`src/rtl/rcc_pkg.sv`:
```
// Shared types and constants for the reservation conflict checker.
`default_nettype none

package rcc_pkg;

   localparam int SLOT_BITS  = 10;
   localparam int ID_BITS    = 32;
   localparam int BATCH_BITS = 16;
   localparam int SLOT_COUNT = 1 << SLOT_BITS;

   typedef enum logic [1:0] {
      CMD_RESERVE_READ  = 2'd0,
      CMD_RESERVE_WRITE = 2'd1,
      CMD_VERIFY_READ   = 2'd2,
      CMD_VERIFY_WRITE  = 2'd3
   } cmd_type;

   typedef logic [SLOT_BITS-1:0]  slot_type;
   typedef logic [ID_BITS-1:0]    id_type;
   typedef logic [BATCH_BITS-1:0] batch_type;

   typedef struct packed {
      cmd_type   cmd;
      slot_type  key_slot;
      id_type    txn_id;
      batch_type batch_tag;
      logic      last_key;
   } req_type;

   typedef struct packed {
      logic raw_hit;
      logic war_hit;
      logic waw_hit;
      logic conflict;
   } rsp_type;

   // One reservation as stored in a table row.
   typedef struct packed {
      logic      valid;
      batch_type batch;
      id_type    id;
   } entry_type;

   // Write command from the control path to one table.
   typedef struct packed {
      logic      en;
      slot_type  slot;
      entry_type entry;
   } tbl_wr_type;

   // Configuration register byte addresses.
   localparam logic [1:0] CSR_REORDER_ENABLE = 2'd0;

endpackage

`default_nettype wire

```
`src/rtl/rcc_ctrl.sv`:
```
// Control path: clearing sweep, check stage, hit flags and result register.
`default_nettype none

module rcc_ctrl (
   input  wire                  clock,
   input  wire                  reset,
   input  wire                  reorder_enable,
   input  wire                  req_valid,
   output logic                 req_stall,
   input  rcc_pkg::req_type     req_data,
   output logic                 rsp_valid,
   input  wire                  rsp_stall,
   output rcc_pkg::rsp_type     rsp_data,
   output logic                 rd_en,
   input  rcc_pkg::entry_type   rd_q,
   input  rcc_pkg::entry_type   wr_q,
   output rcc_pkg::tbl_wr_type  rd_tbl_wr,
   output rcc_pkg::tbl_wr_type  wr_tbl_wr
);

   logic              clear_ff, clear_in;
   rcc_pkg::slot_type clear_idx_ff, clear_idx_in;

   logic             s1_valid_ff, s1_valid_in;
   rcc_pkg::req_type s1_item_ff;

   logic raw_seen_ff, raw_seen_in;
   logic war_seen_ff, war_seen_in;
   logic waw_seen_ff, waw_seen_in;

   logic             rsp_valid_ff, rsp_valid_in;
   rcc_pkg::rsp_type rsp_data_ff, rsp_data_in;

   logic accept, s1_has_rsp, hold, s1_done, rsp_load;
   logic rd_other, wr_other, rd_take, wr_take;
   logic raw_n, war_n, waw_n;
   rcc_pkg::entry_type new_entry;

   // Hit and takeover tests against the (forwarded) table rows.
   assign rd_other = rd_q.valid && (rd_q.batch == s1_item_ff.batch_tag)
                     && (rd_q.id != s1_item_ff.txn_id);
   assign wr_other = wr_q.valid && (wr_q.batch == s1_item_ff.batch_tag)
                     && (wr_q.id != s1_item_ff.txn_id);
   assign rd_take  = !rd_q.valid || (rd_q.batch != s1_item_ff.batch_tag)
                     || (rd_q.id > s1_item_ff.txn_id);
   assign wr_take  = !wr_q.valid || (wr_q.batch != s1_item_ff.batch_tag)
                     || (wr_q.id > s1_item_ff.txn_id);

   assign s1_has_rsp = s1_item_ff.last_key
                       && ((s1_item_ff.cmd == rcc_pkg::CMD_VERIFY_READ)
                           || (s1_item_ff.cmd == rcc_pkg::CMD_VERIFY_WRITE));
   // A finished verify can't leave while the result register is stuck.
   assign hold      = s1_valid_ff && s1_has_rsp && rsp_valid_ff && rsp_stall;
   assign s1_done   = s1_valid_ff && !hold;
   assign req_stall = clear_ff || hold;
   assign accept    = req_valid && !req_stall;
   assign rd_en     = accept;
   assign rsp_load  = s1_done && s1_has_rsp;

   assign new_entry = '{valid: 1'b1, batch: s1_item_ff.batch_tag, id: s1_item_ff.txn_id};

   always_comb begin
      raw_n = raw_seen_ff;
      war_n = war_seen_ff;
      waw_n = waw_seen_ff;
      rd_tbl_wr = '{en: 1'b0, slot: s1_item_ff.key_slot, entry: new_entry};
      wr_tbl_wr = '{en: 1'b0, slot: s1_item_ff.key_slot, entry: new_entry};
      unique case (s1_item_ff.cmd)
         rcc_pkg::CMD_RESERVE_READ: begin
            rd_tbl_wr.en = s1_done && rd_take;
         end
         rcc_pkg::CMD_RESERVE_WRITE: begin
            wr_tbl_wr.en = s1_done && wr_take;
         end
         rcc_pkg::CMD_VERIFY_READ: begin
            raw_n = raw_seen_ff || wr_other;
         end
         rcc_pkg::CMD_VERIFY_WRITE: begin
            war_n = war_seen_ff || rd_other;
            waw_n = waw_seen_ff || wr_other;
         end
         default: begin
         end
      endcase
      // Sweep owns both write ports right after reset.
      if (clear_ff) begin
         rd_tbl_wr = '{en: 1'b1, slot: clear_idx_ff, entry: '0};
         wr_tbl_wr = '{en: 1'b1, slot: clear_idx_ff, entry: '0};
      end
   end

   always_comb begin
      clear_in     = clear_ff && (clear_idx_ff != '1);
      clear_idx_in = clear_ff ? clear_idx_ff + rcc_pkg::slot_type'(1) : clear_idx_ff;
      s1_valid_in  = accept || hold;

      raw_seen_in = raw_seen_ff;
      war_seen_in = war_seen_ff;
      waw_seen_in = waw_seen_ff;
      if (s1_done) begin
         raw_seen_in = s1_has_rsp ? 1'b0 : raw_n;
         war_seen_in = s1_has_rsp ? 1'b0 : war_n;
         waw_seen_in = s1_has_rsp ? 1'b0 : waw_n;
      end

      rsp_data_in = '{raw_hit: raw_n, war_hit: war_n, waw_hit: waw_n,
                      conflict: waw_n || (reorder_enable ? (raw_n && war_n) : war_n)};
      rsp_valid_in = rsp_load || (rsp_valid_ff && rsp_stall);
   end

   always_ff @(posedge clock) begin
      if (reset) begin
         clear_ff     <= 1'b1;
         clear_idx_ff <= '0;
         s1_valid_ff  <= 1'b0;
         raw_seen_ff  <= 1'b0;
         war_seen_ff  <= 1'b0;
         waw_seen_ff  <= 1'b0;
         rsp_valid_ff <= 1'b0;
      end else begin
         clear_ff     <= clear_in;
         clear_idx_ff <= clear_idx_in;
         s1_valid_ff  <= s1_valid_in;
         raw_seen_ff  <= raw_seen_in;
         war_seen_ff  <= war_seen_in;
         waw_seen_ff  <= waw_seen_in;
         rsp_valid_ff <= rsp_valid_in;
      end
   end

   always_ff @(posedge clock) begin
      if (accept) begin
         s1_item_ff <= req_data;
      end
      if (rsp_load) begin
         rsp_data_ff <= rsp_data_in;
      end
   end

   assign rsp_valid = rsp_valid_ff;
   assign rsp_data  = rsp_data_ff;

   // Sweep runs once after reset and never restarts.
   a_clear_once: assert property (@(posedge clock) disable iff (reset)
      !clear_ff |=> !clear_ff)
      else $error("clearing sweep restarted");

   // A waiting result is never overwritten.
   a_no_overwrite: assert property (@(posedge clock) disable iff (reset)
      (rsp_valid_ff && rsp_stall) |-> !rsp_load)
      else $error("result register overwritten while stalled");

   // Flags start fresh for the next transaction.
   a_flags_cleared: assert property (@(posedge clock) disable iff (reset)
      rsp_load |=> (!raw_seen_ff && !war_seen_ff && !waw_seen_ff))
      else $error("hit flags not cleared after result");

   // Conflict needs a write-side hit under either rule.
   a_conflict_src: assert property (@(posedge clock) disable iff (reset)
      rsp_valid_ff |-> (!rsp_data_ff.conflict || rsp_data_ff.waw_hit || rsp_data_ff.war_hit))
      else $error("conflict without war or waw hit");

   // No table write from an item while the sweep owns the tables.
   a_no_item_in_sweep: assert property (@(posedge clock) disable iff (reset)
      clear_ff |-> !s1_valid_ff)
      else $error("item in flight during clearing sweep");

endmodule

`default_nettype wire

```
`config.mk`:
```
export PLATFORM = sky130hd
export DESIGN_NAME = rcc_ctrl
export DESIGN_NICKNAME = d
export VERILOG_FILES = /design/src/rtl/rcc_pkg.sv /design/src/rtl/rcc_ctrl.sv
export SDC_FILE = /design/constraint.sdc
export NUM_CORES = 1
export LEC_CHECK = 0
export ABC_CLOCK_PERIOD_IN_PS = 11400
export BUFFER_PORTS_ARGS = -buffer_cell sky130_fd_sc_hd__buf_4
export CORE_ASPECT_RATIO = 0.8
export CORE_UTILIZATION = 35
export CTS_BUF_LIST = sky130_fd_sc_hd__clkbuf_16
export DETAILED_ROUTE_END_ITERATION = 10
export PLACE_DENSITY = 0.64
export SETUP_SLACK_MARGIN = 0.02
export SYNTH_ARGS = -nofsm -noshare
export SYNTH_HDL_FRONTEND = slang
export SYNTH_SLANG_ARGS = --single-unit
```
`constraint.sdc`:
```
create_clock -name clock -period 11.4 [get_ports clock]
set_clock_uncertainty 0.2 [all_clocks]
set_input_delay 0 -clock clock [delete_from_list [all_inputs] [get_ports clock]]
set_output_delay 0 -clock clock [all_outputs]
set_load 0.01 [all_outputs]
```
==> results.ini <==
[outcome]
status = completed

[routing]
drtIter0Drc = 215
post-route-drc-count = 0
avgRoutedWirePerCell_um = 16.5
num_vias = 5005
dr.pass1.iters = 4
drt.antenna.violating_nets = 0
wl_um = 16900
vias_per_cell = 4.88

[worst_setup_path]
end_kind = output port
crit_arrival_ns = 2.56
worstPathRequired_ns = 11.20
crit_type = reg -> out
max_stage_delay_ns = 0.57
crit_slowest_cell = nor4_1
crit_chain = inv_1 > ha_1 > nand4_1 > nor4_1 > nand4_1 > o2111ai_1 > o21ai_1 > buf_4
crit_top_cell = nand4_1
crit_fanout = 3
cp_num_buf_inv = 2
path_delay_family = simple AND/OR/NAND/NOR gates
worstSetupStartpointType = register

[layout]
diodes = 0
final_cell_mix = buf_4 (292), dlygate4sd3_1 (67), ha_1 (65), edfxtp_1 (65), nor2_1 (51)
stdcell_area_sq_um = 8330
fin_nets = 1060
layout_commonest_cell = buf_4
areaGrowthSynthToFinish_pct = 54.5
nFillCells = 1306
layout-drive-gt1-share_pct = 38.6

[power_and_ir_drop]
ir_drop_uv = 70.9
power_leakage_nw = 3.88
power_density_nw_per_um2 = 88.2

[synth]
synth_edf_count = 65
async_reset_ff_share_pct = 0
syn-num-nets = 758
syn-cell-area_sq_um = 5390
ys_types = 47
seq_area_frac_synth_pct = 42.1
synth-main-ff-cell = edfxtp_1
synth-seq-cells = 81
syn_inst = 529
syn_avg_cell_area_sq_um = 10.2
ys_warn_count = 0

[global_routing]
grt_start_max_net_pins = 66
grt_pass1_vias = 4984
overflow = 0
grt_pass1_wl_um = 25300
groute.usage.overall_pct = 20.9
antenna_found_initial = 0

[clocking]
clk-insertion-delay-late_ns = 0.35
cts_tree = yes
htreeDepth = 3
cts.clk_slew.worst_paths_ns = 0.07
cts_buffers = 9
root_buffer = clkbuf_16
cts_buffer_depth = 2
cts.sinks = 81
cts_resized = 0

[min_path]
min_path_type = in -> reg

[floorplanning]
die_y_um = 113
die_area_sq_um = 15900
core_area_sq_um = 15000
start_util_pct = 35.9
row_count = 40
die_x_um = 141
ios = 291

[sta]
post-route-min-period_ns = 2.76
setup_violations = 0
fmax_ghz = 0.362
hold_viol = 0
fin_crit_sh_pct = 24.2
tns_ns = 0
max_slew_margin_pct = 51.0
slew_viol_final = 0
worst_pin_slew_ns = 0.735
rsz0062_at_grt = no

[placement]
port_buffers = 290
dpl.hpwl_um = 13200
post_dp_cell_area_sq_um = 7350
gp_congestion = 0.888

[job]
cap_violations = 0

## sequential cells by signal (all words and copies together) (netlist names)
register,count
waw_seen_ff,1
war_seen_ff,1
rsp_data,4
clear_idx_ff,10
clear_ff,1
new_entry,48
rsp_valid,1
s1_item_ff,13
s1_valid_ff,1
raw_seen_ff,1
## layout make-up
cell class	instances	area [sq um]	area share, %
well taps	189	236	2.84
repair buffers	359	2860	34.4
multi-input cells	342	2510	30.1
flip-flops and latches	81	2270	27.3
inverters	38	143	1.71
clock buffers	9	225	2.70
clock inverters	7	81.3	0.976
## path summary, 6_finish.rpt
check	end	cells after the start	slack (ns)	startpoint
worst max-delay path	rd_tbl_wr[59]	8	8.64	new_entry[14]
worst min-delay path	war_seen_ff	4	0.03	rd_q[48]
worst max register to register	rsp_data[0]	8	8.79	new_entry[14]
worst min register to register	war_seen_ff	1	0.31	war_seen_ff
## logic make-up (layout without fill, tap and decap cells)
family	Yosys count	in the layout	synth area share [%]
AOI/OAI and AO/OA	64	64	7.50
xor gates and xnor gates	40	40	6.50
DFF	81	81	42.1
muxes	11	11	2.27
buffers and inverters	106	413	11.5
and+or+nand+nor	162	162	15.0
adders and majority gates	65	65	15.1
## through the flow
stage | std cells | setup WS, ns | utilization, % | hold slack, ns | total power, W
floorplan | 529 | 7.26 | - | -0.101 | 0.000357
global placement | 942 | 8.79 | 49.0 | -0.0220 | 0.000411
detailed placement | 942 | 8.74 | 49.0 | -0.0206 | 0.000413
CTS | 1025 | 8.56 | 55.5 | 0.0128 | 0.000745
global route | 1025 | 8.39 | 55.5 | 0.0822 | 0.000764
finish | 1025 | 8.64 | 55.5 | 0.0270 | 0.000735
## what timing repair did
action / CTS / global route
setup buffers: 0 / 0
endpoints found under the hold margin: 95 / 0
hold buffers: 67 / 0
## cell usage after synthesis, drive strengths merged (15+ instances only)
master / n / area share [%]
a21oi: 31 / 2.9
buf: 60 / 8.3
dfxtp: 16 / 5.9
edfxtp: 65 / 36
ha: 65 / 15
inv: 38 / 2.6
nand2: 29 / 2.0
nand4: 25 / 2.9
nor2: 52 / 3.6
nor2b: 19 / 2.2
xnor2: 25 / 4.1
xor2: 15 / 2.4
## worst register-to-register path: cells and delay by family, from the launching register on
family / cells / cell delay, ns
simple gates: 4 / 1.13
fa+ha+maj: 1 / 0.33
flops: 1 / 0.32
compound gates: 2 / 0.32
buf+inv: 1 / 0.07
## where the power goes
group,total (W),internal (W),switching [W]
Sequential,0.000320,0.000319,0.00000104
Combinational,0.000105,0.0000685,0.0000368
Clock,0.000309,0.000174,0.000135
## routing by layer
layer | vias to the layer above | global-route usage (%) | share of wire, %
li1 | 2439 | - | -
met1 | 2332 | 24.2 | 41
met2 | 218 | 38.2 | 51
met3 | 16 | 5.63 | 7.2
met4 | 0 | 4.86 | 0.99
met5 | - | 0 | 0
Power figures use the tool's default switching activity.
